File: config.mk
export PLATFORM = sky130hd
export DESIGN_NAME = trp_queue
export DESIGN_NICKNAME = d
export VERILOG_FILES = /design/src/design/trp_pkg.sv /design/src/design/trp_queue.sv
export SDC_FILE = /design/constraint.sdc
export NUM_CORES = 1
export LEC_CHECK = 0
export BUFFER_PORTS_ARGS = -buffer_cell sky130_fd_sc_hd__buf_2
export CORE_MARGIN = 1.5
export CORE_UTILIZATION = 40
export CTS_BUF_LIST = sky130_fd_sc_hd__clkbuf_16
export DETAILED_ROUTE_END_ITERATION = 6
export HOLD_SLACK_MARGIN = 0.06
export SLEW_MARGIN = 10
export SYNTH_ARGS = -nofsm -noshare
export SYNTH_HDL_FRONTEND = slang
export SYNTH_SLANG_ARGS = --single-unit
File: constraint.sdc
create_clock -name clock -period 5.15 [get_ports clock]
set_clock_uncertainty 0.05 [all_clocks]
set_input_delay 1.03 -clock clock [delete_from_list [all_inputs] [get_ports clock]]
set_output_delay 1.03 -clock clock [all_outputs]
set_load 0.005 [all_outputs]
File: src/design/trp_pkg.sv
`default_nettype none
// ----------------------------------------------------------------------------
// trp_pkg
// Shared types and constants of the tile pixel renderer.
// ----------------------------------------------------------------------------
package trp_pkg;

   // sizes
   localparam int VISIBLE_LINES   = 224;
   localparam int VISIBLE_COLUMNS = 240;
   localparam int VRAM_BYTES      = 2048;
   localparam int ROM_BYTES       = 65536;

   localparam int VRAM_AW         = $clog2(VRAM_BYTES);
   localparam int ROM_AW          = $clog2(ROM_BYTES);
   localparam int PLANES          = 3;
   localparam int VRAM_PLANE_AW   = VRAM_AW - 2;
   localparam int ROM_PLANE_AW    = ROM_AW - 2;
   localparam int VRAM_PLANE_DEPTH = VRAM_BYTES / 4;
   localparam int ROM_PLANE_DEPTH  = ROM_BYTES / 4;

   localparam int QUEUE_DEPTH     = 4;
   localparam int QUEUE_AW        = $clog2(QUEUE_DEPTH);

   // tile selection
   localparam logic [7:0] NAME_ROM_LIMIT = 8'hE0;
   localparam int         FORCE_ROM_BIT  = 4;
   localparam logic [7:0] RAM_SEL_OR     = 8'h03;

   // configuration register indexes
   localparam int         CSR_INDEX_W       = 2;
   localparam logic [1:0] CSR_ROM_TILE_BASE = 2'd0;
   localparam logic [1:0] CSR_RAM_TILE_BASE = 2'd1;

   typedef enum logic [1:0] {
      MODE_VRAM_WR = 2'd0,
      MODE_ROM_WR  = 2'd1,
      MODE_RENDER  = 2'd2
   } mode_type;

   typedef struct packed {
      mode_type             kind;
      logic [15:0]          address;
      logic [7:0]           data;
      logic [7:0]           line;
      logic [7:0]           column;
      logic                 visible;
      logic [VRAM_AW-1:0]   name_addr;
   } item_type;

   typedef struct packed {
      logic full;
      logic empty;
   } qstat_type;

   typedef struct packed {
      logic [7:0] rom_tile_base;
      logic [7:0] ram_tile_base;
   } cfg_type;

endpackage
`default_nettype wire

File: src/design/trp_queue.sv
`default_nettype none
// ----------------------------------------------------------------------------
// trp_queue
// Short FIFO of classified items between front and back.
// ----------------------------------------------------------------------------
module trp_queue (
   input  logic                clock,
   input  logic                reset,
   input  logic                push,
   input  trp_pkg::item_type   push_item,
   input  logic                pop,
   output trp_pkg::item_type   head_item,
   output trp_pkg::qstat_type  qstat
);
   import trp_pkg::*;

   item_type             entry_ff [QUEUE_DEPTH];
   logic [QUEUE_AW-1:0]  wr_ptr_ff, wr_ptr_in;
   logic [QUEUE_AW-1:0]  rd_ptr_ff, rd_ptr_in;
   logic [QUEUE_AW:0]    count_ff, count_in;

   assign qstat.full  = (count_ff == (QUEUE_AW+1)'(QUEUE_DEPTH));
   assign qstat.empty = (count_ff == '0);
   assign head_item   = entry_ff[rd_ptr_ff];

   always_comb begin
      wr_ptr_in = push ? wr_ptr_ff + 1'b1 : wr_ptr_ff;
      rd_ptr_in = pop  ? rd_ptr_ff + 1'b1 : rd_ptr_ff;
      count_in  = count_ff;
      if (push && !pop) begin
         count_in = count_ff + 1'b1;
      end else if (pop && !push) begin
         count_in = count_ff - 1'b1;
      end
   end

   always_ff @(posedge clock) begin
      if (reset) begin
         wr_ptr_ff <= '0;
         rd_ptr_ff <= '0;
         count_ff  <= '0;
      end else begin
         wr_ptr_ff <= wr_ptr_in;
         rd_ptr_ff <= rd_ptr_in;
         count_ff  <= count_in;
      end
   end

   always_ff @(posedge clock) begin
      if (push) begin
         entry_ff[wr_ptr_ff] <= push_item;
      end
   end

endmodule
`default_nettype wire

==> impl_metrics.toml <==
[cts]
post_cts_buffers = 0
cts.path.max_buffers = 3
cts_resized = 0
htreeDepth = 1
clock_tree.root_cell = "clkbuf_16"
hold_buffers = 0
path_clk_slew_ns = 0.06
cts_tree = "built"
worstSkewPairLatency_ns = 0.50
cts_buffers = 23
cts.sinks = 225

[finish]
nNetsFinal = 518
fillers = 1702
drive_above_1_share_pct = 43.7
syn_to_final_growth_pct = 19.1

[run]
maxCapViolations = 0

[placement]
io_buffers = 113
pre_cts_ws_ns = 2.08
place_congestion = 0.707
dp_hpwl_mm = 8.18

[die]
core_area_um2 = 20300
die_width_um = 147
die-area_um2 = 21600
initial_core_util_pct = 40.8
fp.dieH_um = 147
num_rows = 52
pin_count = 114

[logic_synthesis]
seq_area_frac_synth_pct = 80.4
syn_inst = 326
postSynthNetCount = 390
yosys.cell_types.count = 23
avgSynthCellArea_um2 = 25.4
yosys-top-cells-area = "edfxtp_1, mux4_2, dfxtp_1"
ys_seq_elements = 225
yosys.area.top_type = "edfxtp_1"
yosysWarnings = 0
synth.top_cell.area_share_pct = 78.3
synth_area_um2 = 8290

[power_and_ir_drop]
leakage_nw = 3.36
p_switching_w = 0.000839
combPwrFrac_pct = 7.6
total_power_w = 0.00417
p_int_w = 0.00333
ir_drop_mv = 0.249
seqPwrFrac_pct = 51.7
pwr_density_cell_nw_per_um2 = 423
pwr-share-clk_pct = 40.7
switching_share_pct = 20.1

[sta]
slew_violations = 0
finalCriticalPeriod_ns = 3.53
worstMarginPinSlew_ns = 1.11
slew-limit-headroom_pct = 26.2
timing.final.crit_share_pct = 68.5
finalHoldViolCount = 0
tns_ns = 0
grt_setup_unrepaired = "no"
finalSetupViolCount = 0
layout_setup_ws_ns = 1.62
timing.fmax_mhz = 283

[detailed_routing]
avgViaCountPerCell = 4.97
via_count = 3679
wl_per_cell_um = 19.2
drtIter0Drc = 260
first_pass_iters = 5
wl_mm = 14.2
ant_nets = 0
drcViolationCount = 0

[run_status]
status = "complete, no violations"

[worst_setup_path]
cp.arrival_ns = 2.45
crit_path_end_kind = "output pin"
worstPathRequired_ns = 4.07
crit_fanout = 35
startpoint_type = "flip-flop"
crit_type = "flip-flop to output pin"

[min_path]
hold_path.class = "flip-flop to flip-flop"

[global_routing]
grt_overflow = 0
antenna_found_initial = 2
grtUsageTotal_pct = 13.4
first_global_vias = 3996
grt_pass1_wl_mm = 21.9
grt_max_degree = 55
## metrics by stage
stage	hold WS, ns	instances	util [%]	cell area (um2)
after global routing	0.488	739	48.6	9870
after floorplan	0.416	326	-	8290
after CTS	0.458	739	48.6	9870
after detailed placement	0.446	699	44.7	9080
final	0.458	740	48.6	9870
after global placement	0.428	699	44.7	9080
## state kept, by name (all words and copies together), names as in the netlist, named ones only
name,cells
entry_ff,216
wr_ptr_ff,2
rd_ptr_ff,2
count_ff,3
## critical path: stages, from the launching register on
cell     delay, ns
dfxtp_2       0.95
buf_4         0.45
mux4_2        0.39
buf_2         0.15
## synth_stat cells
| cell type | number |
|---|---|
| edfxtp_1 | 216 |
| and2_1 | 4 |
| inv_1 | 4 |
| clkbuf_2 | 1 |
| mux2i_1 | 2 |
| buf_12 | 5 |
| nand2_1 | 1 |
| dfxtp_1 | 9 |
| fa_1 | 1 |
| xnor2_1 | 2 |
| xor2_1 | 3 |
| buf_6 | 1 |
| ha_1 | 5 |
| mux4_2 | 50 |
| mux4_1 | 4 |
| or3_1 | 1 |
| clkbuf_1 | 1 |
| buf_2 | 5 |
| o21ai_0 | 1 |
| nor3_1 | 1 |
| a21oi_1 | 1 |
| nor3b_1 | 1 |
| nor2_1 | 7 |
## worst paths after layout
path,from,endpoint,slack [ns],depth (start not counted)
max,flip-flop,head_item[5],1.62,3
min,count_ff[2],count_ff[2],0.46,2
max reg2reg,wr_ptr_ff[0],entry_ff[1][39],2.95,3
min reg2reg,count_ff[2],count_ff[2],0.46,2
## per-layer routing
metal | share of wire (%) | global-route usage (%) | vias to the layer above | wire (um)
li1 | - | - | 1639 | -
met1 | 39 | 16.5 | 1906 | 5610
met2 | 51 | 23.2 | 106 | 7270
met3 | 7.1 | 3.57 | 26 | 1010
met4 | 2.2 | 4.30 | 2 | 310
met5 | 0.091 | 0 | - | 13
## logic make-up after synthesis
kind of cell             after synthesis  share of synthesized area, %
flip-flops                           225                          80.4
multiplexers                          56                          15.1
buffers and inverters                 17                          1.93
AND/OR/NAND/NOR                       15                         0.891
adder cells (fa/ha/maj)                6                         0.996
XOR/XNOR                               5                         0.528
AO/OA/AOI/OAI                          2                         0.121
## final cells by class
type | instances | area, um2 | share of cell area (%)
clock buffers | 23 | 576 | 5.83
inverters | 4 | 15.0 | 0.152
flip-flops and latches | 225 | 6670 | 67.6
well taps | 270 | 338 | 3.42
multi-input cells | 84 | 1470 | 14.9
clock inverters | 17 | 211 | 2.14
diodes | 1 | 2.50 | 0.0254
repair buffers | 116 | 588 | 5.96
## power groups by stage
stage               Clock [W]  Sequential, W  Combinational [W]
finish                0.00170        0.00216           0.000316
global route          0.00181        0.00217           0.000348
CTS                   0.00175        0.00216           0.000327
detailed placement          0        0.00220           0.000325
global placement            0        0.00220           0.000320
floorplan                   0        0.00216           0.000221
## layout by cell type, fill, tap and decap left out, drive strengths merged, types with 2 or more instances in the layout
cell	count
mux4	54
xor2	3
bufinv	5
clkbuf	23
edfxtp	216
nor2	7
and2	4
clkinv	3
dfxtp	9
buf	116
mux2i	2
xnor2	2
ha	5
inv	12
(Power assumes the default switching activity.)
