===== config.mk =====
export PLATFORM = sky130hd
export DESIGN_NAME = trp_front_flat
export DESIGN_NICKNAME = d
export VERILOG_FILES = /design/src/design/trp_pkg.sv /design/src/design/trp_if.sv /design/src/design/trp_front.sv /design/src/flat_wrapper.sv
export SDC_FILE = /design/constraint.sdc
export NUM_CORES = 1
export LEC_CHECK = 0
export ABC_AREA = 1
export BUFFER_PORTS_ARGS = -buffer_cell sky130_fd_sc_hd__buf_2
export CAP_MARGIN = 20
export CORE_UTILIZATION = 39
export DETAILED_ROUTE_END_ITERATION = 6
export GPL_TIMING_DRIVEN = 0
export HOLD_SLACK_MARGIN = 0.03
export PLACE_DENSITY = 0.72
export REMOVE_ABC_BUFFERS = 1
export SLEW_MARGIN = 15
export SYNTH_ARGS = -nofsm -noshare
export SYNTH_HDL_FRONTEND = slang
export SYNTH_SLANG_ARGS = --single-unit

===== constraint.sdc =====
create_clock -name clock -period 2.15 [get_ports clock]
set_input_delay 0.3225 -clock clock [delete_from_list [all_inputs] [get_ports clock]]
set_output_delay 0.3225 -clock clock [all_outputs]
set_load 0.005 [all_outputs]

===== src/design/trp_pkg.sv =====
`default_nettype none
// ----------------------------------------------------------------------------
// trp_pkg
// Shared types and constants of the tile pixel renderer.
// ----------------------------------------------------------------------------
package trp_pkg;

   // sizes
   localparam int VISIBLE_LINES   = 224;
   localparam int VISIBLE_COLUMNS = 240;
   localparam int VRAM_BYTES      = 2048;
   localparam int ROM_BYTES       = 65536;

   localparam int VRAM_AW         = $clog2(VRAM_BYTES);
   localparam int ROM_AW          = $clog2(ROM_BYTES);
   localparam int PLANES          = 3;
   localparam int VRAM_PLANE_AW   = VRAM_AW - 2;
   localparam int ROM_PLANE_AW    = ROM_AW - 2;
   localparam int VRAM_PLANE_DEPTH = VRAM_BYTES / 4;
   localparam int ROM_PLANE_DEPTH  = ROM_BYTES / 4;

   localparam int QUEUE_DEPTH     = 4;
   localparam int QUEUE_AW        = $clog2(QUEUE_DEPTH);

   // tile selection
   localparam logic [7:0] NAME_ROM_LIMIT = 8'hE0;
   localparam int         FORCE_ROM_BIT  = 4;
   localparam logic [7:0] RAM_SEL_OR     = 8'h03;

   // configuration register indexes
   localparam int         CSR_INDEX_W       = 2;
   localparam logic [1:0] CSR_ROM_TILE_BASE = 2'd0;
   localparam logic [1:0] CSR_RAM_TILE_BASE = 2'd1;

   typedef enum logic [1:0] {
      MODE_VRAM_WR = 2'd0,
      MODE_ROM_WR  = 2'd1,
      MODE_RENDER  = 2'd2
   } mode_type;

   typedef struct packed {
      mode_type             kind;
      logic [15:0]          address;
      logic [7:0]           data;
      logic [7:0]           line;
      logic [7:0]           column;
      logic                 visible;
      logic [VRAM_AW-1:0]   name_addr;
   } item_type;

   typedef struct packed {
      logic full;
      logic empty;
   } qstat_type;

   typedef struct packed {
      logic [7:0] rom_tile_base;
      logic [7:0] ram_tile_base;
   } cfg_type;

endpackage
`default_nettype wire


===== src/design/trp_if.sv =====
`default_nettype none
// ----------------------------------------------------------------------------
// trp_if
// Valid/ready channels of the tile pixel renderer.
// ----------------------------------------------------------------------------
interface trp_req_if;
   logic        valid;
   logic        ready;
   logic [1:0]  mode;
   logic [15:0] address;
   logic [7:0]  data;
   logic [7:0]  line;
   logic [7:0]  column;

   modport source (output valid, mode, address, data, line, column, input ready);
   modport sink   (input valid, mode, address, data, line, column, output ready);
endinterface

`default_nettype wire


===== src/design/trp_front.sv =====
`default_nettype none
// ----------------------------------------------------------------------------
// trp_front
// Accepts request transfers, drops unused modes, precomputes the name address.
// ----------------------------------------------------------------------------
module trp_front (
   input  logic                clock,
   input  logic                reset,
   trp_req_if.sink             req,
   input  trp_pkg::qstat_type  qstat,
   output logic                push,
   output trp_pkg::item_type   push_item
);
   import trp_pkg::*;

   logic     front_valid_ff, front_valid_in;
   item_type item_ff, item_in;
   logic     accept;
   logic     keep;

   assign req.ready = !front_valid_ff || !qstat.full;
   assign accept    = req.valid && req.ready;
   assign push      = front_valid_ff && !qstat.full;
   assign push_item = item_ff;

   always_comb begin
      unique case (req.mode)
         MODE_VRAM_WR, MODE_ROM_WR, MODE_RENDER: keep = 1'b1;
         default:                                 keep = 1'b0;
      endcase
      item_in.kind      = mode_type'(req.mode);
      item_in.address   = req.address;
      item_in.data      = req.data;
      item_in.line      = req.line;
      item_in.column    = req.column;
      item_in.visible   = ({1'b0, req.line} < 9'(VISIBLE_LINES)) &&
                          ({1'b0, req.column} < 9'(VISIBLE_COLUMNS));
      // 2 + column/8 + (line/8)*32
      item_in.name_addr = VRAM_AW'(12'd2 + 12'(req.column[7:3]) +
                                  12'({req.line[7:3], 5'b0}));
   end

   always_comb begin
      if (accept && keep) begin
         front_valid_in = 1'b1;
      end else if (push) begin
         front_valid_in = 1'b0;
      end else begin
         front_valid_in = front_valid_ff;
      end
   end

   always_ff @(posedge clock) begin
      if (reset) begin
         front_valid_ff <= 1'b0;
      end else begin
         front_valid_ff <= front_valid_in;
      end
   end

   always_ff @(posedge clock) begin
      if (accept) begin
         item_ff <= item_in;
      end
   end

endmodule
`default_nettype wire


===== src/flat_wrapper.sv =====
// flat-port wrapper written by rule: the top's interface ports become plain ports
module trp_front_flat import trp_pkg::*;
  (clock, reset, qstat, push, push_item, req_valid, req_mode, req_address, req_data, req_line, req_column, req_ready);
  trp_req_if req_i ();
  input  logic clock;
  input  logic reset;
  input  trp_pkg::qstat_type qstat;
  output logic push;
  output trp_pkg::item_type push_item;
  input wire logic [$bits(req_i.valid)-1:0] req_valid;
  input wire logic [$bits(req_i.mode)-1:0] req_mode;
  input wire logic [$bits(req_i.address)-1:0] req_address;
  input wire logic [$bits(req_i.data)-1:0] req_data;
  input wire logic [$bits(req_i.line)-1:0] req_line;
  input wire logic [$bits(req_i.column)-1:0] req_column;
  output wire logic [$bits(req_i.ready)-1:0] req_ready;
  assign req_i.valid = req_valid;
  assign req_i.mode = req_mode;
  assign req_i.address = req_address;
  assign req_i.data = req_data;
  assign req_i.line = req_line;
  assign req_i.column = req_column;
  assign req_ready = req_i.ready;
  trp_front u_core (.clock(clock), .reset(reset), .req(req_i), .qstat(qstat), .push(push), .push_item(push_item));
endmodule

==> out/qor.txt, run 1 <==
TIMING
------------------------------------------------------------------------------------
Slew of the pin with the lowest slew margin                                0.5898 ns
Count of endpoints failing setup in the final report                               0
Final Slew Violations                                                              0
Final clock period utilization by the worst path                              0.7108
Post-route minimum period                                                   1.528 ns
Max Clock Freq                                                             654.4 MHz
Final hold vios                                                                    0
Worst setup skew after layout                                            0.007434 ns
Final hold slack                                                           0.1619 ns
Unrepaired setup endpoints after global routing                                   no
Max-Slew Margin vs Limit                                                      0.6068

DETAILED ROUTING
------------------------------------------------------------------------------------
Remaining DRCs                                                                     0
Via count                                                                       1143
Antenna viol nets, final                                                           0
Vias per Instance                                                              4.554
Violation count after the first detailed-route iteration                          72
Total detailed-routing wirelength                                           3.458 mm
Number of detailed-routing iterations run before antenna repair                    2
DR WL/cell                                                                  13.78 um

CLOCK NETWORK
------------------------------------------------------------------------------------
TritonCTS clock tree                                                            done
Total of cells resized after clock tree synthesis                                  0
Clock latency of the later-clocked register in the worst-skew pair           0.30 ns
H-tree levels                                                                      2
Buffer cell driving the clock tree root                                 sky130_fd_sc_hd__clkbuf_8
Total CTS buffers                                                                  5
CTS max path bufs                                                                  2
Number of buffers inserted for hold repair after clock tree synthesis              0
Post-CTS Setup Inserts                                                             0
Clock Sinks                                                                       54
Clock Pin Slew Worst Setup and Hold Paths                                    0.09 ns

LOGIC SYNTHESIS
------------------------------------------------------------------------------------
Synth warnings                                                                     0
Top-area cell type share of the netlist area                                  0.8785
Instance count of the mapped netlist                                              89
Leading area contributor after synthesis                                sky130_fd_sc_hd__edfxtp_1
Sequential share of the synthesized area                                      0.8895
Cells taking the most area after synthesis                              sky130_fd_sc_hd__edfxtp_1 88%, sky130_fd_sc_hd__ha_1 2.1%, sky130_fd_sc_hd__nand2_1 2.1%, sky130_fd_sc_hd__inv_1 1.5%, sky130_fd_sc_hd__dfxtp_1 1.1%
Yosys reg bits                                                                    54
Synth Area per Inst                                                       20.36 um^2
Summed instance area of the synthesized netlist                            1812 um^2
Number of distinct library cells after synthesis                                  14

FINAL LAYOUT
------------------------------------------------------------------------------------
Layout fillers                                                                   386
Number of nets in the layout                                                     247
Post-synthesis to final-layout area growth                                    39.71%
Ratio of cells with drive above 1 in the final layout                         0.5657

FLOORPLAN
------------------------------------------------------------------------------------
Die span in x                                                               70.16 um
Core area                                                                  4414 um^2
Starting density of the core                                                  0.4104
Top-level port count                                                             103
Die span in y                                                               70.16 um
Die Area                                                                   4922 um^2
Number of placement rows                                                          24

SETUP PATH
------------------------------------------------------------------------------------
Type of the worst setup path                                            flop to flop
Data required time at the worst endpoint                                     2.16 ns
Signal arrival time at the worst endpoint                                    1.53 ns
Type of element capturing the critical path                                     flop
Category of the worst setup path launch point                                   flop
Maximum fanout along the worst path                                               29
Series of cell instances along the critical path                        nand2_1 -> and2_2 -> buf_12
CP max-delay cell                                                       sky130_fd_sc_hd__and2_2
Largest incremental delay on the critical path                               0.54 ns

GLOBAL ROUTE
------------------------------------------------------------------------------------
Vias in the first global route                                                  1153
Gr ovfl total                                                                      0
First-pass GRT wire length                                                  5.292 mm
Total routing usage reported by global routing                                0.1474
Antenna violations before repair                                                   1
Pin count of the biggest net entering global routing                              30

RUN
------------------------------------------------------------------------------------
Number of max-cap violations                                                       0

PLACE
------------------------------------------------------------------------------------
Number of buffer cells added on primary ports                                    101
Final weighted congestion in routability-driven placement                     0.6492

POWER AND IR DROP
------------------------------------------------------------------------------------
Total Power Consumption                                                   0.002186 W
Worst vdd rail ir drop                                                     0.4867 mV
Power per cell area                                                     863.7 nW/um^2
Leakage power                                                               1.116 nW

HOLD PATH
------------------------------------------------------------------------------------
Path category of the worst min-delay check                              primary input to flop

STATUS
------------------------------------------------------------------------------------
Status                                                                     completed

-- worst paths after layout --
path,depth (start not counted),endpoint,slack (ns),startpoint
worst max-delay path,3,u_core.push_item[22]$_DFFE_PP_,0.62,u_core.front_valid_ff$_SDFFE_PP0P_
worst min register to register,2,u_core.front_valid_ff$_SDFFE_PP0P_,0.51,u_core.front_valid_ff$_SDFFE_PP0P_
worst max register to register,3,u_core.push_item[22]$_DFFE_PP_,0.62,u_core.front_valid_ff$_SDFFE_PP0P_
worst min-delay path,2,u_core.front_valid_ff$_SDFFE_PP0P_,0.16,reset
-- registers in the layout (all words and copies together) (netlist names) --
register,count
u_core.front_valid_ff,1
u_core.push_item,53
-- cell type report --
cell class | count | area (um^2) | share of cell area
clock buffer | 5 | 68.82 | 0.02719
inverter | 7 | 26.28 | 0.01038
tap | 52 | 65.06 | 0.02570
clock inverter | 3 | 63.81 | 0.02521
antenna | 1 | 2.502 | 0.0009886
timing repair buffer | 102 | 525.5 | 0.2076
sequential | 54 | 1612 | 0.6367
multi-input combinational | 27 | 167.7 | 0.06624
-- routing by layer --
metal / vias to the layer above / GRT usage / part of all wire
met5: - / 0 / 0
met4: 0 / 0.08000 / 0.022
met3: 8 / 0.07792 / 0.12
met2: 59 / 0.2340 / 0.50
met1: 527 / 0.1579 / 0.36
li1: 549 / - / -
-- power breakdown --
group,total [W],internal [W],switching [W]
clock network,0.000776,0.000461,0.000315
registers,0.00125,0.00123,0.0000145
logic,0.000165,0.0000804,0.0000844
total,0.00219,0.00177,0.000414
-- per-stage QoR --
stage	setup TNS (ns)	std cells	cell area [um^2]	setup slack, ns	util
2_1_floorplan	0	88	1804	0.03371	-
3_3_place_gp	-26.29	241	2375	-0.4978	0.5380
3_5_place_dp	0	242	2396	0.3944	0.5428
4_1_cts	0	250	2529	0.5927	0.5728
5_1_grt	0	250	2529	0.5321	0.5728
6_report	0	251	2531	0.6219	0.5734
-- Yosys cell counts, drive strengths merged --
cell type	n
nor2	1
nand4	3
a21oi	1
nand2	10
nand3	5
xor2	2
nor3	1
dfxtp	1
inv	7
edfxtp	53
buf	1
ha	3
and2	1
-- kinds of logic after synthesis --
logic type,count (synthesis),synth area share
XOR/XNOR,2,0.009670
buffers and inverters,8,0.01865
AND/OR/NAND/NOR,21,0.05871
adder cells (fa/ha/maj),3,0.02072
AO/OA/AOI/OAI,1,0.002760
flip-flops,54,0.8895
-- critical path, delay by kind of cell (launching register included) --
family        cells  cell delay [ns]
buf+inv           1             0.27
flops             1             0.32
simple gates      2             0.63
-- cells in the final DEF (no fill, tap or decap), drive strengths merged, types with 2 or more instances in the layout --
cell type  netlist  layout
inv              7       7
nand3            5       5
xor2             2       2
bufinv           0       2
clkbuf           0       5
edfxtp          53      53
buf              1     102
ha               3       3
nand4            3       3
nand2           10      10
Note: power is estimated with default switching activity, not from simulation.
==> inputs of run 2 (changes only) <==
Settings changed: ABC_AREA 1 to 0, CORE_UTILIZATION 39 to 38, PLACE_DENSITY 0.72 to 0.71.
Clock period 2.15 ns to 1.2 ns, I/O delays scaled along.
==> run 2 against run 1 <==
Net effect:
- flip-flop and latch count is the same
- utilization is 0.23 points lower
- cell area decreased by 0.40%
==> out/qor.txt, run 2 <==
SETUP PATH
-------------------------------------------------------------------------------------
Signal arrival time at the worst endpoint                                     1.13 ns   was 1.53 ns
Beginning of the worst register-to-register path                         u_core.front_valid_ff$_SDFFE_PP0P_   unchanged
Data required time at the worst endpoint                                      1.20 ns   was 2.16 ns
Series of cell instances along the critical path                         nand2_1 -> and2_4 -> buf_16   was nand2_1 -> and2_2 -> buf_12
Maximum fanout along the worst path                                                28   was 29
Capturing point of the worst reg2reg path                                u_core.push_item[36]$_DFFE_PP_   was u_core.push_item[22]$_DFFE_PP_
Critical path's top delay family                                           flip-flops   was simple AND/OR/NAND/NOR gates
Largest incremental delay on the critical path                                0.32 ns   was 0.54 ns
Category of the worst setup path launch point                                    flop   unchanged
Buffers plus inverters on the worst setup path                                      1   unchanged
CP max-delay cell                                                        sky130_fd_sc_hd__dfxtp_1   was sky130_fd_sc_hd__and2_2
Setup slack of the worst register-to-register path                            0.06 ns   was 0.62 ns
Type of element capturing the critical path                                      flop   unchanged
Depth of the most critical reg-to-reg path                                          3   unchanged
Type of the worst setup path                                             flop to flop   unchanged

GLOBAL ROUTE
-------------------------------------------------------------------------------------
Gr ovfl total                                                                       0   unchanged
Pin count of the biggest net entering global routing                               29   was 30
First-pass GRT wire length                                                   5.388 mm   was 5.292 mm
Antenna violations before repair                                                    0   was 1
Total routing usage reported by global routing                                 0.1453   was 0.1474
Vias in the first global route                                                   1177   was 1153

TIMING
-------------------------------------------------------------------------------------
Worst setup skew after layout                                             0.007221 ns   was 0.007434 ns
Max Clock Freq                                                              879.9 MHz   was 654.4 MHz
Unrepaired setup endpoints after global routing                                    no   unchanged
Count of endpoints failing setup in the final report                                0   unchanged
Final hold vios                                                                     0   unchanged
Final Slew Violations                                                               0   unchanged
Max-Slew Margin vs Limit                                                       0.7907   was 0.6068
Final hold slack                                                           0.05745 ns   was 0.1619 ns
Slew of the pin with the lowest slew margin                                 0.3140 ns   was 0.5898 ns
Sum Neg Setup Slack                                                              0 ns   unchanged
Post-route minimum period                                                    1.136 ns   was 1.528 ns
Minimum setup slack in the final design                                    0.06354 ns   was 0.6219 ns
Final clock period utilization by the worst path                               0.9470   was 0.7108

FLOORPLAN
-------------------------------------------------------------------------------------
Top-level port count                                                              103   unchanged
Die span in y                                                                70.45 um   was 70.16 um
Die span in x                                                                70.45 um   was 70.16 um
Number of placement rows                                                           24   unchanged
Core area                                                                   4414 um^2   unchanged
Starting density of the core                                                   0.4033   was 0.4104
Die Area                                                                    4963 um^2   was 4922 um^2

HOLD PATH
-------------------------------------------------------------------------------------
Path category of the worst min-delay check                               primary input to flop   unchanged
Worst hold stages                                                                   1   was 2
End point of the worst hold path                                         u_core.push_item[13]$_DFFE_PP_   was u_core.front_valid_ff$_SDFFE_PP0P_
Min-delay src                                                            req_column[1]   was reset

FINAL LAYOUT
-------------------------------------------------------------------------------------
Ratio of cells with drive above 1 in the final layout                          0.6277   was 0.5657
Max reg flops                                                                      53   unchanged
Cell area after layout                                                      2521 um^2   was 2531 um^2
Layout fillers                                                                    366   was 386
Commonest cells after routing, fill and taps aside                       101 x sky130_fd_sc_hd__buf_2, 53 x sky130_fd_sc_hd__edfxtp_1, 5 x sky130_fd_sc_hd__clkbuf_8   was 101 x sky130_fd_sc_hd__buf_2, 53 x sky130_fd_sc_hd__edfxtp_1, 10 x sky130_fd_sc_hd__nand2_1
Commonest non-fill, non-tap cell in the layout                           sky130_fd_sc_hd__buf_2   unchanged
Multi-input gate area                                                      195.2 um^2   was 167.7 um^2
Number of antenna repair diodes                                                     0   was 1
Number of nets in the layout                                                      237   was 247
Post-synthesis to final-layout area growth                                     41.60%   was 39.71%
Register area                                                               1612 um^2   unchanged

CLOCK NETWORK
-------------------------------------------------------------------------------------
Clock latency of the later-clocked register in the worst-skew pair            0.29 ns   was 0.30 ns
Buffer cell driving the clock tree root                                  sky130_fd_sc_hd__clkbuf_8   unchanged
Clock Sinks                                                                        54   unchanged
TritonCTS clock tree                                                             done   unchanged
CTS max path bufs                                                                   2   unchanged
Total CTS buffers                                                                   5   unchanged
Clock Pin Slew Worst Setup and Hold Paths                                     0.09 ns   about the same
H-tree levels                                                                       2   unchanged

LOGIC SYNTHESIS
-------------------------------------------------------------------------------------
Top-area cell type share of the netlist area                                   0.8939   was 0.8785
Synth warnings                                                                      0   unchanged
Share of cell area taken by muxes after synthesis                                   0   unchanged
Summed instance area of the synthesized netlist                             1780 um^2   was 1812 um^2
Instance count of the mapped netlist                                               76   was 89
Combinational family with the most area after synthesis                  simple AND/OR/NAND/NOR gates   unchanged
Count of flip-flops with a built-in enable after synthesis                         53   unchanged
Commonest cells in the synthesized netlist                               53 x sky130_fd_sc_hd__edfxtp_1, 3 x sky130_fd_sc_hd__ha_1, 3 x sky130_fd_sc_hd__xnor2_1   was 53 x sky130_fd_sc_hd__edfxtp_1, 10 x sky130_fd_sc_hd__nand2_1, 7 x sky130_fd_sc_hd__inv_1
Synth Area per Inst                                                        23.43 um^2   was 20.36 um^2
Post-synthesis share of cell area spent on and, or, nand and nor gates        0.03092   was 0.05870
Yosys reg bits                                                                     54   unchanged
Post-synthesis async set-or-reset flop share                                        0   unchanged
Most instantiated library cell after synthesis                           sky130_fd_sc_hd__edfxtp_1   unchanged
Number of distinct library cells after synthesis                                   17   was 14
Synth Flop Type                                                          sky130_fd_sc_hd__edfxtp_1   unchanged
Cells taking the most area after synthesis                               sky130_fd_sc_hd__edfxtp_1 89%, sky130_fd_sc_hd__ha_1 2.1%, sky130_fd_sc_hd__xnor2_1 1.5%, sky130_fd_sc_hd__dfxtp_1 1.1%, sky130_fd_sc_hd__xor2_1 0.98%   was sky130_fd_sc_hd__edfxtp_1 88%, sky130_fd_sc_hd__ha_1 2.1%, sky130_fd_sc_hd__nand2_1 2.1%, sky130_fd_sc_hd__inv_1 1.5%, sky130_fd_sc_hd__dfxtp_1 1.1%
Fraction of the mapped netlist area in adder cells                            0.02108   was 0.02072
Sequential share of the synthesized area                                       0.9051   was 0.8895
Post-Synth XOR/XNOR Area                                                      0.02460   was 0.009669
Post-synthesis compound-gate area fraction                                    0.01195   was 0.002762
Leading area contributor after synthesis                                 sky130_fd_sc_hd__edfxtp_1   unchanged

DETAILED ROUTING
-------------------------------------------------------------------------------------
Number of detailed-routing iterations run before antenna repair                     2   unchanged
Total detailed-routing wirelength                                            3.453 mm   was 3.458 mm
DR WL/cell                                                                   14.39 um   was 13.78 um
Antenna viol nets, final                                                            0   unchanged
Vias per Instance                                                               4.571   was 4.554
Via count                                                                        1097   was 1143
Remaining DRCs                                                                      0   unchanged
Violation count after the first detailed-route iteration                           58   was 72

POWER AND IR DROP
-------------------------------------------------------------------------------------
Part of the power in the clock network                                          0.268   was 0.355
Leakage power                                                                1.063 nW   was 1.116 nW
Internal power of the cells                                                0.002778 W   was 0.001772 W
Worst vdd rail ir drop                                                      0.7449 mV   was 0.4867 mV
Switching part of the total                                                    0.2033   was 0.1895
Switching pwr                                                             0.0007090 W   was 0.0004142 W
Share of power burned in combinational logic                                    0.092   was 0.075
Portion of total power attributed to sequential cells                           0.640   was 0.570
Power per cell area                                                      1383 nW/um^2   was 863.7 nW/um^2

STATUS
-------------------------------------------------------------------------------------
Status                                                                      completed   unchanged

PLACE
-------------------------------------------------------------------------------------
Placed Area                                                                 2372 um^2   was 2396 um^2
Detailed placer's ending HPWL                                                2.606 mm
Number of buffer cells added on primary ports                                     101   unchanged
Worst setup slack after placement                                          -0.3677 ns   was 0.3944 ns
Final weighted congestion in routability-driven placement                      0.7023   was 0.6492

RUN
-------------------------------------------------------------------------------------
Number of max-cap violations                                                        0   unchanged

## run 2: area by class of cell
type / instances / share of cell area
multi-input cells: 21 / 0.07742
clock inverters: 2 / 0.003970
flip-flops and latches: 54 / 0.6392
well taps: 52 / 0.02581
repair buffers: 104 / 0.2233
inverters: 1 / 0.001489
clock buffers: 6 / 0.02878
## run 2: what timing repair did
action	CTS	global route
hold buffers	1	0
setup buffers	1	0
resized for setup	3	3
setup endpoints to repair	54	1
gates cloned	1	0
pin swaps	1	0
endpoints found under the hold margin	1	0
## run 2: worst max-delay path by stage
stage                                            start                        endpoint  slack, ns  cells past startpoint
floorplan           u_core.front_valid_ff$_SDFFE_PP0P_   u_core.push_item[0]$_DFFE_PP_      -0.88                      2
global placement                              qstat[1]  u_core.push_item[30]$_DFFE_PP_      -1.17                      3
detailed placement  u_core.front_valid_ff$_SDFFE_PP0P_  u_core.push_item[45]$_DFFE_PP_      -0.37                      3
CTS                                      req_column[4]   u_core.push_item[9]$_DFFE_PP_      0.003                      7
global route        u_core.front_valid_ff$_SDFFE_PP0P_  u_core.push_item[36]$_DFFE_PP_      0.005                      3
finish              u_core.front_valid_ff$_SDFFE_PP0P_  u_core.push_item[36]$_DFFE_PP_       0.06                      3
## run 2: cell families (layout without fill, tap and decap cells)
group	after synthesis	in the layout
adders and majority gates	3	3
xor gates and xnor gates	5	5
AOI/OAI and AO/OA	3	3
buffers and inverters	2	113
DFF	54	54
and+or+nand+nor	9	10
## run 2: per-stage QoR
stage	std cells	power, W	utilization
after global routing	240	0.003636	0.5711
after detailed placement	229	0.002580	0.5374
final	240	0.003487	0.5711
after CTS	240	0.003531	0.5660
after global placement	228	0.002551	0.5309
after floorplan	75	0.002357	-
## run 2: routing by layer
| metal | share of wire | wire length, um | vias up | global-route usage |
|---|---|---|---|---|
| met5 | 0 | 0 | - | 0 |
| met4 | 0.018 | 63 | 0 | 0.05333 |
| met3 | 0.10 | 347 | 7 | 0.07359 |
| met2 | 0.53 | 1830 | 62 | 0.2571 |
| met1 | 0.35 | 1211 | 512 | 0.1438 |
| li1 | - | - | 516 | - |
## run 2: worst reg2reg max path: stages, from the launching register on
cell	delay, ns
sky130_fd_sc_hd__dfxtp_1	0.32
sky130_fd_sc_hd__nand2_1	0.12
sky130_fd_sc_hd__and2_4	0.20
sky130_fd_sc_hd__buf_16	0.19
## run 2: power groups by stage
| stage | clock network (W) | registers, W | logic (W) |
|---|---|---|---|
| after floorplan | 0 | 0.00230 | 0.0000582 |
| after global placement | 0 | 0.00228 | 0.000275 |
| after detailed placement | 0 | 0.00228 | 0.000303 |
| after CTS | 0.000974 | 0.00223 | 0.000322 |
| after global routing | 0.00104 | 0.00225 | 0.000349 |
| final | 0.000934 | 0.00223 | 0.000320 |
==> inputs of run 3 (changes only) <==
--- a/config.mk
+++ b/config.mk
@@ -9,9 +9,11 @@
 export BUFFER_PORTS_ARGS = -buffer_cell sky130_fd_sc_hd__buf_2
 export CAP_MARGIN = 20
-export CORE_UTILIZATION = 38
+export CELL_PAD_IN_SITES_DETAIL_PLACEMENT = 0
+export CELL_PAD_IN_SITES_GLOBAL_PLACEMENT = 1
+export CORE_UTILIZATION = 31
 export DETAILED_ROUTE_END_ITERATION = 6
 export GPL_TIMING_DRIVEN = 0
 export HOLD_SLACK_MARGIN = 0.03
-export PLACE_DENSITY = 0.71
+export PLACE_DENSITY = 0.72
 export REMOVE_ABC_BUFFERS = 1
 export SLEW_MARGIN = 15
==> constraint.sdc (replaced) <==
create_clock -name clock -period 1.2 [get_ports clock]
set_input_delay 0.18 -clock clock [delete_from_list [all_inputs] [get_ports clock]]
set_output_delay 0.18 -clock clock [all_outputs]
set_load 0.1 [all_outputs]
==> run 3 against run 2 <==
Net effect:
- the flow now finishes with violations (setup timing)
- clock power grew 2.8%
- sequential power is essentially flat
- wire length shrank 1.4%
- worst hold slack lost 0.0075 ns
- total power grew 26%
==> out/qor.txt, run 3 (synthesis gave the netlist of run 2 again) <==
FINAL LAYOUT
---------------------------------------------------------------------------------
Number of nets in the layout                                                  238   was 237
Post-synthesis to final-layout area growth                                 52.28%   was 41.60%
Commonest cells after routing, fill and taps aside                   54 x sky130_fd_sc_hd__buf_4, 53 x sky130_fd_sc_hd__edfxtp_1, 47 x sky130_fd_sc_hd__buf_2   was 101 x sky130_fd_sc_hd__buf_2, 53 x sky130_fd_sc_hd__edfxtp_1, 5 x sky130_fd_sc_hd__clkbuf_8
Multi-input gate area                                                  197.7 um^2   was 195.2 um^2
Post-layout utilization of the core                                        0.4924   was 0.5711
Number of antenna repair diodes                                                 0   unchanged
Ratio of cells with drive above 1 in the final layout                      0.6402   was 0.6277
Register area                                                           1613 um^2   was 1612 um^2
Commonest non-fill, non-tap cell in the layout                       sky130_fd_sc_hd__buf_4   was sky130_fd_sc_hd__buf_2
Post-route non-filler standard cell count                                     261   was 240
Layout fillers                                                                482   was 366
Max reg flops                                                                  53   unchanged

FLOORPLAN
---------------------------------------------------------------------------------
Starting density of the core                                               0.3233   was 0.4033
Die Area                                                                6051 um^2   was 4963 um^2
Die span in x                                                            77.79 um   was 70.45 um
Core area                                                               5507 um^2   was 4414 um^2
Number of placement rows                                                       27   was 24
Die span in y                                                            77.79 um   was 70.45 um
Top-level port count                                                          103   unchanged

TIMING
---------------------------------------------------------------------------------
Count of endpoints failing setup in the final report                            2   was 0
Final hold slack                                                       0.04995 ns   was 0.05745 ns
Post-route minimum period                                                1.239 ns   was 1.136 ns
Slew of the pin with the lowest slew margin                             0.4831 ns   was 0.3140 ns
Worst setup skew after layout                                         0.008259 ns   was 0.007221 ns
Minimum setup slack in the final design                               -0.03878 ns   was 0.06354 ns
Final hold vios                                                                 0   unchanged
Max-Slew Margin vs Limit                                                   0.6801   was 0.7907
Final clock period utilization by the worst path                            1.032   was 0.9470
Final Slew Violations                                                           0   unchanged
Sum Neg Setup Slack                                                   -0.07707 ns   was 0 ns
Unrepaired setup endpoints after global routing                               yes   was no
Max Clock Freq                                                          807.2 MHz   was 879.9 MHz

CLOCK NETWORK
---------------------------------------------------------------------------------
Clock latency of the later-clocked register in the worst-skew pair        0.30 ns   was 0.29 ns
Buffer cell driving the clock tree root                              sky130_fd_sc_hd__clkbuf_8   unchanged
CTS max path bufs                                                               2   unchanged
TritonCTS clock tree                                                         done   unchanged
Clock Pin Slew Worst Setup and Hold Paths                                 0.09 ns   about the same
H-tree levels                                                                   2   unchanged
Clock Sinks                                                                    54   unchanged
Total CTS buffers                                                               5   unchanged

DETAILED ROUTING
---------------------------------------------------------------------------------
Detailed route wirelength on metal2                                      1.638 mm   was 1.830 mm
Antenna viol nets, final                                                        0   unchanged
Total met3 wirelength after detailed routing                               368 um   was 347 um
Violation count after the first detailed-route iteration                       33   was 58
Remaining DRCs                                                                  0   unchanged
Top layer used by detailed routing                                           met4   unchanged
Post-Route M1 WL                                                         1.298 mm   was 1.211 mm
DR WL/cell                                                               13.04 um   was 14.39 um
Vias per Instance                                                           4.218   was 4.571
Number of detailed-routing iterations run before antenna repair                 4   was 2
Via count                                                                    1101   was 1097
Total detailed-routing wirelength                                        3.403 mm   was 3.453 mm

GLOBAL ROUTE
---------------------------------------------------------------------------------
Vias in the first global route                                               1059   was 1177
Total routing usage reported by global routing                             0.1149   was 0.1453
Gr ovfl total                                                                   0   unchanged
Pin count of the biggest net entering global routing                           38   was 29
Antenna violations before repair                                                0   unchanged
First-pass GRT wire length                                               5.133 mm   was 5.388 mm

PLACE
---------------------------------------------------------------------------------
# placed instances                                                            249   was 229
Number of buffer cells added on primary ports                                 101   unchanged
Detailed placer's ending HPWL                                            2.394 mm   was 2.606 mm
Final weighted congestion in routability-driven placement                  0.6709   was 0.7023
Worst setup slack after placement                                      -0.3648 ns   was -0.3677 ns

SETUP PATH
---------------------------------------------------------------------------------
Data required time at the worst endpoint                                  1.02 ns   was 1.20 ns
Capturing point of the worst reg2reg path                            u_core.push_item[10]$_DFFE_PP_   was u_core.push_item[36]$_DFFE_PP_
Signal arrival time at the worst endpoint                                 1.06 ns   was 1.13 ns
Type of the worst setup path                                         flop to output port   was flop to flop
Largest incremental delay on the critical path                            0.42 ns   was 0.32 ns
Category of the worst setup path launch point                                flop   unchanged
Type of element capturing the critical path                           output port   was flop
Beginning of the worst register-to-register path                     u_core.front_valid_ff$_SDFFE_PP0P_   unchanged
Series of cell instances along the critical path                            buf_2   was nand2_1 -> and2_4 -> buf_16
CP max-delay cell                                                    sky130_fd_sc_hd__buf_2   was sky130_fd_sc_hd__dfxtp_1
Critical path's top delay family                                     buffers and inverters   was flip-flops
Buffers plus inverters on the worst setup path                                  1   unchanged
Setup slack of the worst register-to-register path                        0.04 ns   was 0.06 ns
Depth of the most critical reg-to-reg path                                      3   unchanged
Maximum fanout along the worst path                                             2   was 28

HOLD PATH
---------------------------------------------------------------------------------
Path category of the worst min-delay check                           primary input to flop   unchanged
Worst hold stages                                                               1   unchanged
End point of the worst hold path                                     u_core.push_item[22]$_DFFE_PP_   was u_core.push_item[13]$_DFFE_PP_
Min-delay src                                                         req_line[2]   was req_column[1]

POWER AND IR DROP
---------------------------------------------------------------------------------
Leakage power                                                            1.121 nW   was 1.063 nW
Worst vdd rail ir drop                                                  0.6982 mV   was 0.7449 mV
Power per cell area                                                  1618 nW/um^2   was 1383 nW/um^2

STATUS
---------------------------------------------------------------------------------
Status                                                               finished, violations left   was completed
Violated checks                                                      setup timing

RUN
---------------------------------------------------------------------------------
Number of max-cap violations                                                    0   unchanged

-- run 3: cell count changes in the layout (fill, tap and decap cells not counted), sizes merged --
cell         change
dlygate4sd3      +1
and2             -1
buf              +1
-- run 3: routing by layer --
| layer | up-vias | track usage |
|---|---|---|
| li1 | 513 | - |
| met1 | 514 | 0.1312 |
| met2 | 66 | 0.1823 |
| met3 | 8 | 0.04353 |
| met4 | 0 | 0.06981 |
| met5 | - | 0 |
-- run 3: timing repair --
action                                 in CTS  in global routing
gates cloned                                0                  0
gates resized for setup                    64                  6
setup endpoints to repair                  94                 21
hold buffers                                1                  1
pin swaps                                   1                  0
setup buffers                               2                  0
endpoints found under the hold margin       1                  1
-- run 3: report_power, final --
group          internal (W)  switching [W]  leakage (nW)
sequential          0.00221      0.0000298         0.522
clock              0.000412       0.000548        0.0452
combinational      0.000236       0.000956         0.554
-- run 3: cell type report --
class                   count  area share
clock inverters             2    0.005076
well taps                  72     0.03323
inverters                   1    0.001384
multi-input cells          20     0.07291
clock buffers               6     0.02677
flip-flops and latches     54      0.5948
repair buffers            106      0.2658
-- run 3: per-stage QoR --
stage | power [W] | cell area (um^2)
after floorplan | 0.003166 | 1773
after global placement | 0.003361 | 2369
after detailed placement | 0.003373 | 2390
after CTS | 0.004424 | 2675
after global routing | 0.004542 | 2711
final | 0.004388 | 2711
-- run 3: worst max-delay path by stage --
stage / from / endpoint / slack (ns) / cells after the start
after floorplan: u_core.front_valid_ff$_SDFFE_PP0P_ / u_core.push_item[0]$_DFFE_PP_ / -1.57 / 2
after global placement: qstat[1] / u_core.push_item[47]$_DFFE_PP_ / -1.32 / 3
after detailed placement: req_column[4] / u_core.push_item[9]$_DFFE_PP_ / -0.36 / 7
after CTS: u_core.push_item[0]$_DFFE_PP_ / push_item[0] / -0.06 / 1
after global routing: u_core.push_item[0]$_DFFE_PP_ / push_item[0] / -0.09 / 1
final: u_core.push_item[0]$_DFFE_PP_ / push_item[0] / -0.04 / 1
-- run 3: worst register-to-register path, cell delays in order (launching register included) --
cell and delay, ns:
sky130_fd_sc_hd__dfxtp_2 0.33, sky130_fd_sc_hd__nand2_2 0.10, sky130_fd_sc_hd__and2_4 0.19, sky130_fd_sc_hd__buf_12 0.21
